## src/rtl/ckvf_pkg.sv

```systemverilog
// Shared types and constants for the coalescing key/value queue.
// Used by ckvf_cell and coalescing_key_value_fifo_core; depends on nothing.
package ckvf_pkg;

    localparam logic CMD_PUSH = 1'b0;
    localparam logic CMD_POP  = 1'b1;

    localparam logic [2:0] OUTCOME_APPENDED = 3'd0;
    localparam logic [2:0] OUTCOME_UPDATED  = 3'd1;
    localparam logic [2:0] OUTCOME_DROPPED  = 3'd2;
    localparam logic [2:0] OUTCOME_POPPED   = 3'd3;
    localparam logic [2:0] OUTCOME_EMPTY    = 3'd4;

    typedef struct packed {
        logic push;
        logic pop;
        logic any_hit;
    } t_cell_ctrl;

endpackage

```

## src/rtl/ckvf_cell.sv

```systemverilog
// One slot of the queue: a key, a value and a valid flag.
// Compares its key against a push, shifts from its neighbor on a pop; uses ckvf_pkg.
module ckvf_cell
    import ckvf_pkg::*;
#(
    parameter int KEY_WIDTH   = 16,
    parameter int VALUE_WIDTH = 16
) (
    input  logic                   i_clk,
    input  logic                   i_rst_n,
    input  t_cell_ctrl             i_ctrl,
    input  logic [KEY_WIDTH-1:0]   i_key,
    input  logic [VALUE_WIDTH-1:0] i_value,
    input  logic                   i_prev_valid,
    input  logic [KEY_WIDTH-1:0]   i_next_key,
    input  logic [VALUE_WIDTH-1:0] i_next_value,
    input  logic                   i_next_valid,
    output logic [KEY_WIDTH-1:0]   o_key,
    output logic [VALUE_WIDTH-1:0] o_value,
    output logic                   o_valid,
    output logic                   o_hit
);

    logic [KEY_WIDTH-1:0]   r_key;
    logic [VALUE_WIDTH-1:0] r_value;
    logic                   r_valid;
    logic [KEY_WIDTH-1:0]   n_key;
    logic [VALUE_WIDTH-1:0] n_value;
    logic                   n_valid;
    logic                   hit;

    assign hit = r_valid && (r_key == i_key);

    always_comb begin
        n_key   = r_key;
        n_value = r_value;
        n_valid = r_valid;
        priority if (i_ctrl.pop) begin
            n_key   = i_next_key;
            n_value = i_next_value;
            n_valid = i_next_valid;
        end else if (i_ctrl.push && hit) begin
            n_value = i_value;
        end else if (i_ctrl.push && !i_ctrl.any_hit && !r_valid && i_prev_valid) begin
            n_key   = i_key;
            n_value = i_value;
            n_valid = 1'b1;
        end
    end

    always_ff @(posedge i_clk) begin
        if (!i_rst_n) begin
            r_valid <= 1'b0;
        end else begin
            r_valid <= n_valid;
        end
    end

    always_ff @(posedge i_clk) begin
        r_key   <= n_key;
        r_value <= n_value;
    end

    assign o_key   = r_key;
    assign o_value = r_value;
    assign o_valid = r_valid;
    assign o_hit   = hit;

endmodule

```

## src/rtl/coalescing_key_value_fifo_core.sv

```systemverilog
// Top level of the coalescing key/value queue: a chain of ckvf_cell slots,
// the occupancy counter and the result register; uses ckvf_pkg.
//
// Channel  Dir  tdata (low bit up)                 tuser
// s_axis   in   key, value                         command
// m_axis   out  out_key, out_value, occupancy      outcome
//
// For every item all cells compare the key in parallel, and
// the pop shift moves every slot one place in the same cycle.
// One result per item lands in an output register; a new item is taken
// whenever that register is empty or being emptied in the same cycle.
// Reset clears the cell valid flags, the counter and the output valid flag.
module coalescing_key_value_fifo_core
    import ckvf_pkg::*;
#(
    parameter int DEPTH       = 16,
    parameter int KEY_WIDTH   = 16,
    parameter int VALUE_WIDTH = 16
) (
    input  logic                i_clk,
    input  logic                i_rst_n,
    input  logic                s_axis_tvalid,
    output logic                s_axis_tready,
    // Fields from bit 0: key, value, zero padding.
    input  logic [((KEY_WIDTH + VALUE_WIDTH + 7) / 8) * 8 - 1:0] s_axis_tdata,
    // Fields from bit 0: command.
    input  logic                s_axis_tuser,
    output logic                m_axis_tvalid,
    input  logic                m_axis_tready,
    // Fields from bit 0: out_key, out_value, occupancy, zero padding.
    output logic [((KEY_WIDTH + VALUE_WIDTH + $clog2(DEPTH + 1) + 7) / 8) * 8 - 1:0]
                                m_axis_tdata,
    // Fields from bit 0: outcome.
    output logic [2:0]          m_axis_tuser
);

    localparam int CW     = $clog2(DEPTH + 1);
    localparam int OUT_DW = ((KEY_WIDTH + VALUE_WIDTH + CW + 7) / 8) * 8;

    logic [KEY_WIDTH-1:0]   cell_key   [DEPTH];
    logic [VALUE_WIDTH-1:0] cell_value [DEPTH];
    logic [DEPTH-1:0]       cell_valid;
    logic [DEPTH-1:0]       cell_hit;

    logic [KEY_WIDTH-1:0]   in_key;
    logic [VALUE_WIDTH-1:0] in_value;
    logic                   accept;
    logic                   any_hit;
    logic                   full;
    logic                   empty;
    t_cell_ctrl             ctrl;

    logic                   r_out_valid;
    logic [2:0]             r_outcome;
    logic [KEY_WIDTH-1:0]   r_out_key;
    logic [VALUE_WIDTH-1:0] r_out_value;
    logic [CW-1:0]          r_out_occ;
    logic [CW-1:0]          r_count;
    logic [2:0]             n_outcome;
    logic [KEY_WIDTH-1:0]   n_out_key;
    logic [VALUE_WIDTH-1:0] n_out_value;
    logic [CW-1:0]          n_count;

    assign in_key   = s_axis_tdata[KEY_WIDTH-1:0];
    assign in_value = s_axis_tdata[KEY_WIDTH +: VALUE_WIDTH];

    assign s_axis_tready = !r_out_valid || m_axis_tready;
    assign accept        = s_axis_tvalid && s_axis_tready;

    assign any_hit = |cell_hit;
    assign full    = cell_valid[DEPTH-1];
    assign empty   = !cell_valid[0];

    assign ctrl.push    = accept && (s_axis_tuser == CMD_PUSH);
    assign ctrl.pop     = accept && (s_axis_tuser == CMD_POP) && !empty;
    assign ctrl.any_hit = any_hit;

    for (genvar i = 0; i < DEPTH; i++) begin : g_cell
        logic                   prev_valid;
        logic [KEY_WIDTH-1:0]   next_key;
        logic [VALUE_WIDTH-1:0] next_value;
        logic                   next_valid;

        if (i == 0) begin : g_head
            assign prev_valid = 1'b1;
        end else begin : g_body
            assign prev_valid = cell_valid[i-1];
        end

        if (i == DEPTH - 1) begin : g_tail
            assign next_key   = '0;
            assign next_value = '0;
            assign next_valid = 1'b0;
        end else begin : g_link
            assign next_key   = cell_key[i+1];
            assign next_value = cell_value[i+1];
            assign next_valid = cell_valid[i+1];
        end

        ckvf_cell #(
            .KEY_WIDTH   (KEY_WIDTH),
            .VALUE_WIDTH (VALUE_WIDTH)
        ) u_cell (
            .i_clk        (i_clk),
            .i_rst_n      (i_rst_n),
            .i_ctrl       (ctrl),
            .i_key        (in_key),
            .i_value      (in_value),
            .i_prev_valid (prev_valid),
            .i_next_key   (next_key),
            .i_next_value (next_value),
            .i_next_valid (next_valid),
            .o_key        (cell_key[i]),
            .o_value      (cell_value[i]),
            .o_valid      (cell_valid[i]),
            .o_hit        (cell_hit[i])
        );
    end

    always_comb begin
        n_out_key   = '0;
        n_out_value = '0;
        n_count     = r_count;
        if (s_axis_tuser == CMD_PUSH) begin
            priority if (any_hit) begin
                n_outcome = OUTCOME_UPDATED;
            end else if (full) begin
                n_outcome = OUTCOME_DROPPED;
            end else begin
                n_outcome = OUTCOME_APPENDED;
                n_count   = r_count + CW'(1);
            end
        end else begin
            if (empty) begin
                n_outcome = OUTCOME_EMPTY;
            end else begin
                n_outcome   = OUTCOME_POPPED;
                n_out_key   = cell_key[0];
                n_out_value = cell_value[0];
                n_count     = r_count - CW'(1);
            end
        end
    end

    always_ff @(posedge i_clk) begin
        if (!i_rst_n) begin
            r_out_valid <= 1'b0;
            r_count     <= '0;
        end else begin
            if (accept) begin
                r_out_valid <= 1'b1;
                r_count     <= n_count;
            end else if (m_axis_tready) begin
                r_out_valid <= 1'b0;
            end
        end
    end

    always_ff @(posedge i_clk) begin
        if (accept) begin
            r_outcome   <= n_outcome;
            r_out_key   <= n_out_key;
            r_out_value <= n_out_value;
            r_out_occ   <= n_count;
        end
    end

    assign m_axis_tvalid = r_out_valid;
    assign m_axis_tuser  = r_outcome;
    assign m_axis_tdata  = OUT_DW'({r_out_occ, r_out_value, r_out_key});

endmodule
```

## config.mk

```make
export PLATFORM = sky130hd
export DESIGN_NAME = coalescing_key_value_fifo_core
export DESIGN_NICKNAME = d
export VERILOG_FILES = /design/src/rtl/ckvf_pkg.sv /design/src/rtl/ckvf_cell.sv /design/src/rtl/coalescing_key_value_fifo_core.sv
export SDC_FILE = /design/constraint.sdc
export NUM_CORES = 1
export LEC_CHECK = 0
export BUFFER_PORTS_ARGS = -buffer_cell sky130_fd_sc_hd__clkbuf_2
export CAP_MARGIN = 20
export CELL_PAD_IN_SITES_DETAIL_PLACEMENT = 0
export CELL_PAD_IN_SITES_GLOBAL_PLACEMENT = 2
export CORE_MARGIN = 2
export CORE_UTILIZATION = 45
export CTS_CLUSTER_DIAMETER = 120
export DETAILED_ROUTE_END_ITERATION = 6
export PLACE_DENSITY = 0.84
export RECOVER_POWER = 50
export SLEW_MARGIN = 30
export SYNTH_ARGS = -nofsm -noshare
export SYNTH_HDL_FRONTEND = slang
export SYNTH_SLANG_ARGS = --single-unit
```

## constraint.sdc

```tcl
create_clock -name i_clk -period 4.3 [get_ports i_clk]
set_input_delay 0.215 -clock i_clk [delete_from_list [all_inputs] [get_ports i_clk]]
set_output_delay 0.215 -clock i_clk [all_outputs]
set_load 0.005 [all_outputs]
```

==> impl_metrics.yaml, run 1 <==
power_and_ir_drop:
  max-vdd-ir-drop_v: 0.000294
  pwr_density_cell_nw_per_um2: 420
  leakagePower_uw: 0.0119
placed_design:
  hpwl_um: 43800
  io_buffers: 78
  post-place-ws_ps: 665
  placed_area_um2: 27300
  place.gp.congestion: 0.888
min_path:
  hold_path_class: "primary input to flop"
  hp-start: "s_axis_tuser"
sta:
  finClkSkew_ps: 28.7
  finalWorstSetupSlack_ps: 767
  period_share_pct: 82.2
  min_period_ps: 3530
  slew_violations: 60
  hold_violations: 0
  relSlewSlack_pct: -32.4
  totalNegativeSetupSlack_ps: 0
  fmax_ghz: 0.283
  rsz0062_at_grt: "no"
  worst_pin_slew_ps: 1990
  setup_viol: 0
run_status:
  violations: "max-capacitance violations, max-slew violations"
  status: "complete, but fails checks"
floorplanning:
  core_um2: 57700
  die_area_um2: 60200
  die_x_um: 245
  fp.dieH_um: 245
  io_pins: 82
  start_util_pct: 45.4
  rows: 88
job:
  maxCapViolCount: 2
detailed_routing:
  drtIter0Drc: 1798
  first_pass_iters: 5
  drt.antenna.violating_nets: 0
  vias: 16200
  wirelength_um: 66400
  drcViolationCount: 0
  via_per_inst: 5.77
  wl_per_cell_um: 23.6
layout:
  n_antenna_cell: 0
  drive_gt1_share_pct: 10.8
  finish.net_count: 2045
  finalInstanceArea_um2: 29200
  syn_to_final_growth_pct: 11.2
logic_synthesis:
  synth-edff-count: 520
  synth_common_cells: "520 x edfxtp_1, 482 x a21o_1, 182 x xnor2_1, 146 x clkbuf_1, 75 x xor2_1"
  synth_warnings: 0
  async_flop_share_pct: 0
  syn_area_per_cell_um2: 13.3
  synth_top_cell_by_area: "edfxtp_1"
  synth_seq_cells: 574
  synthCells: 1971
  yosysUniqueCellTypes: 53
  synth_top_area_share_pct: 59.6
  ys.flop_type: "edfxtp_1"
  netlist_area_um2: 26200
  synth.area.top_cells: "edfxtp_1 60%, a21o_1 14%, xnor2_1 6.1%"
  ys_seq_area_share_pct: 63.7
  yosysMostFrequentCell: "edfxtp_1"
setup_path:
  worst-r2r-setup-slack_ps: 770
  cp-end-kind: "flop"
  critPathLaunchType: "flop"
  required_ps: 4770
  cp-endpoint: "g_cell[1].u_cell.o_key[10]"
  cp-startpoint: "m_axis_tvalid"
  reg2reg_depth: 7
  critPathMaxFanout: 51
  critical_path_class: "flop to flop"
  r2r_end: "g_cell[1].u_cell.o_key[10]"
  arrival_ps: 4010
  regToRegStartpoint: "m_axis_tvalid"
cts:
  cts_made_buffers: 57
  clkSinkCount: 574
  clock_path_buffers: 3
  postCtsSetupBuffers: 0
  cts_tree: "built"
  path_clk_slew_ps: 60
  cts_root_buffer: "clkbuf_16"
  clock_latency_ps: 630
  htreeDepth: 2
  cts-resized-gates: 0
global_route:
  grt_pass1_vias: 16000
  grt_usage_pct: 22.0
  grt_pass1_wl_um: 101000
  antenna_found_initial: 0
  grt_max_degree: 138
  grt-ovfl-total: 0
-- critical path: stages (launching register included) --
cell      delay [ps]
dfxtp_1          320
nand2b_1          90
nand2_1          410
inv_1            110
nand2_1          360
buf_4            610
and2_0          1250
a21o_1           160
-- area by class of cell --
type                            instances  area [um^2]
Clock inverter                         30          287
Clock buffer                           69         1470
Inverter                                8         30.0
Timing Repair Buffer                  169         1130
Tap cell                              765          957
Multi-Input combinational cell       1196         8590
Sequential cell                       574        16700
Fill cell                            4938        28500
-- how the worst min path moves through the flow --
| stage | end | cells past startpoint |
|---|---|---|
| 6_report | r_count[0] | 4 |
| 5_1_grt | r_count[0] | 4 |
| 4_1_cts | r_count[0] | 4 |
| 3_5_place_dp | g_cell[15].u_cell.o_value[3] | 2 |
| 3_3_place_gp | g_cell[15].u_cell.o_value[3] | 2 |
| 2_1_floorplan | g_cell[15].u_cell.o_value[0] | 1 |
-- metrics by stage --
stage	total power, uW	utilization, %	std cells	hold slack, ps
floorplan	7190	-	1973	341
global placement	7500	47.3	2694	438
detailed placement	7520	47.3	2694	449
CTS	12300	50.6	2811	135
global route	12600	50.5	2811	202
finish	12200	50.5	2811	183
-- state kept, by name, indices dropped and copies added (netlist names) --
register	flops
r_count	5
r_out_key	16
g_cell.u_cell.o_value	256
m_axis_tuser	3
g_cell.u_cell.o_key	256
r_out_occ	5
r_out_value	16
m_axis_tvalid	1
g_cell.u_cell.o_valid	16
-- routing by layer --
| layer | share of wire, % | global-route usage, % |
|---|---|---|
| met1 | 45 | 32.3 |
| met2 | 45 | 33.3 |
| met3 | 8.1 | 4.25 |
| met4 | 2.6 | 6.27 |
| met5 | 0 | 0 |
-- cells by family after synthesis --
logic type / synth area share, %
other: 0.0143
DFF: 63.7
AOI/OAI and AO/OA: 16.7
and+or+nand+nor: 6.98
muxes: 0.267
buffers and inverters: 3.68
xor gates and xnor gates: 8.59
adders and majority gates: 0.0954
-- cells in the final DEF, fill, tap and decap left out, drive strengths merged, types with 4 or more instances in the layout --
cell	netlist	final
edfxtp	520	520
a21o	482	482
xnor2	182	182
clkbuf	147	153
xor2	75	75
buf	48	67
nand3	64	64
o21ai	59	59
dfxtp	54	54
nand4	52	52
and2	46	46
nand2	38	38
and3	33	33
nor2	30	30
nor4	27	27
clkinv	1	22
dlygate4sd3	0	18
nor3	16	16
a32o	16	16
nand2b	15	15
inv	7	10
o21bai	10	10
mux2i	7	7
bufinv	0	5
a21oi	4	4
a31oi	4	4
-- power breakdown --
group | total, uW | internal (uW) | switching [uW]
clock | 4810 | 2720 | 2090
combinational | 1040 | 410 | 626
sequential | 6390 | 6290 | 97.1
total | 12200 | 9420 | 2820
-- timing repair --
item / 4_1_cts / 5_1_grt
hold buffers: 18 / 0
endpoints found under the setup margin: 0 / 0
hold endpoints to repair: 17 / 0
Power figures use the tool's default switching activity.
==> inputs of run 2 (changes only) <==
--- a/config.mk
+++ b/config.mk
@@ -10,10 +10,10 @@
 export CELL_PAD_IN_SITES_DETAIL_PLACEMENT = 0
 export CELL_PAD_IN_SITES_GLOBAL_PLACEMENT = 2
 export CORE_MARGIN = 2
-export CORE_UTILIZATION = 45
+export CORE_UTILIZATION = 40
 export CTS_CLUSTER_DIAMETER = 120
 export DETAILED_ROUTE_END_ITERATION = 6
-export PLACE_DENSITY = 0.84
+export PLACE_DENSITY = 0.79
 export RECOVER_POWER = 50
 export SLEW_MARGIN = 30
 export SYNTH_ARGS = -nofsm -noshare
==> constraint.sdc (replaced) <==
create_clock -name i_clk -period 2.98 [get_ports i_clk]
set_input_delay 0.149 -clock i_clk [delete_from_list [all_inputs] [get_ports i_clk]]
set_output_delay 0.149 -clock i_clk [all_outputs]
set_load 0.005 [all_outputs]
==> run 2 against run 1 <==
The run now ends clean. Worst hold slack got worse by 120 ps. Sequential share of layout area down 2.9 points. Fmax grew 21%. Die area is 12% higher. Flip-flop and latch count is the same. Core utilization fell by 3.0 points. Non-clock buffer count rose by 61. Wire length is 2.6% lower. Final area increased by 5.3%. Count of clock-buffer cells in the layout grew 8. Critical path depth rose by 2. Critical path type unchanged. Critical endpoint is now g_cell[0].u_cell.o_value[3]. Largest cell class unchanged. Highest routed layer unchanged.
==> impl_metrics.yaml, run 2 (synthesis gave the netlist of run 1 again) <==
cts:
  clock_path_buffers: 3
  cts_root_buffer: "clkbuf_16"
  clkSinkCount: 574
  clock_latency_ps: 630
  path_clk_slew_ps: 60
  cts_made_buffers: 59
  cts_tree: "built"
  htreeDepth: 2
sta:
  min_period_ps: 2910
  fmax_ghz: 0.344
  relSlewSlack_pct: 26.6
  totalNegativeSetupSlack_ps: 0
  hold_violations: 0
  finClkSkew_ps: 32.4
  rsz0062_at_grt: "yes"
  slew_violations: 0
  hold_ws_ps: 63.4
  worst_pin_slew_ps: 1100
  setup_viol: 0
  period_share_pct: 97.6
detailed_routing:
  drcViolationCount: 0
  wirelength_um: 64700
  via_per_inst: 5.43
  first_pass_iters: 6
  vias: 16200
  drt.antenna.violating_nets: 0
  drtIter0Drc: 1469
  wl_per_cell_um: 21.8
setup_path:
  worst-r2r-setup-slack_ps: 70
  cpMaxStageDelayCell: "or4_1"
  cp_cell_sequence: "xnor2_1 -> nand4_1 -> or4_1 -> nand4_1 -> nor4_4 -> buf_4 -> a211o_1 -> and2_1 -> buf_12"
  cp-end-kind: "flop"
  required_ps: 3370
  max_stage_delay_ps: 590
  cpMostUsedCell: "nand4_1"
  critPathMaxFanout: 16
  critPathLaunchType: "flop"
  arrival_ps: 3300
  critical_path_class: "flop to flop"
run_status:
  status: "complete, no violations"
floorplanning:
  start_util_pct: 40.6
  core_um2: 64600
  die_area_um2: 67600
  rows: 93
  io_pins: 82
  fp.dieH_um: 260
  die_x_um: 260
global_route:
  grt_pass1_vias: 16300
  grt_usage_pct: 19.2
  busiest_layer: "met2"
  use_met2_pct: 31.8
  use_met3_pct: 2.57
  grt_max_degree: 65
  grt_pass1_wl_um: 99700
  antenna_found_initial: 0
  met1_usage_pct: 26.4
  grt-ovfl-total: 0
power_and_ir_drop:
  p_switching_uw: 4210
  p_seq_share_pct: 50.1
  intPower_uw: 14200
  p_comb_share_pct: 8.7
  power_frac_clock_pct: 41.1
  max-vdd-ir-drop_v: 0.000457
  swShare_pct: 22.9
  leakagePower_uw: 0.0125
  pwr_density_cell_nw_per_um2: 598
  total_power_uw: 18400
layout:
  drive_gt1_share_pct: 13.7
  syn_to_final_growth_pct: 17.1
  n_antenna_cell: 0
  fillers: 5649
  layout_common_cells: "520 x edfxtp_1, 481 x a21o_1, 182 x xnor2_1"
  final_common_cell: "edfxtp_1"
  finish.net_count: 2108
min_path:
  hold_path_class: "primary input to flop"
placed_design:
  hpwl_um: 44600
  place.gp.congestion: 0.874
  io_buffers: 78
job:
  maxCapViolCount: 0
[run 2: changes by cell type in the layout (fill, tap and decap cells not counted), moves of 7 or more]
cell,delta
dlygate4sd3_1,+13
and2_0,-8
clkbuf_2,-7
buf_12,+52
and2_1,+11
clkbuf_8,+9
[run 2: timing repair]
item,4_1_cts,5_1_grt
resized for setup,1,6
hold buffers,31,0
setup endpoints to repair,49,482
endpoints found under the hold margin,30,0
setup buffers,0,0
[run 2: worst paths after layout]
check,cells past startpoint,from,to
setup / recovery,9,g_cell[15].u_cell.o_key[13],g_cell[0].u_cell.o_value[3]
hold / removal,3,i_rst_n,g_cell[15].u_cell.o_valid
hold reg to reg,1,g_cell[15].u_cell.o_value[8],g_cell[15].u_cell.o_value[8]
setup reg to reg,9,g_cell[15].u_cell.o_key[13],g_cell[0].u_cell.o_value[3]
[run 2: per-layer routing]
layer / up-vias / wire (um)
li1: 7487 / -
met1: 8134 / 28800
met2: 443 / 31200
met3: 99 / 3240
met4: 0 / 1520
met5: - / 0
[run 2: critical path: cells and delay by family, from the launching register on]
family / cells / cell delay (ps)
buffers and inverters: 2 / 340
DFF: 1 / 400
xor gates and xnor gates: 1 / 410
AOI/OAI and AO/OA: 1 / 290
and+or+nand+nor: 5 / 1220
[run 2: stage by stage]
stage               setup WS [ps]  util [%]  area [um^2]  instances
floorplan                    -304         -        26300       1973
global placement            -85.5      44.1        28500       2832
detailed placement           -128      44.1        28500       2832
CTS                         -28.7      47.7        30800       2974
global route                -18.7      47.6        30700       2974
finish                       71.9      47.6        30700       2974
[run 2: layout make-up]
class,instances,area (um^2),share of cell area (%)
Tap cell,855,1070,3.48
Sequential cell,574,16700,54.4
Inverter,8,33.8,0.110
Timing Repair Buffer,230,2270,7.40
Clock inverter,34,368,1.20
Multi-Input combinational cell,1196,8630,28.1
Clock buffer,77,1630,5.32
[run 2: power by group through the flow]
stage	registers [uW]	clock network [uW]	logic [uW]
after floorplan	9340	0	1030
after global placement	9380	0	1550
after detailed placement	9380	0	1580
after CTS	9210	7730	1620
after global routing	9230	8040	1750
final	9210	7560	1610
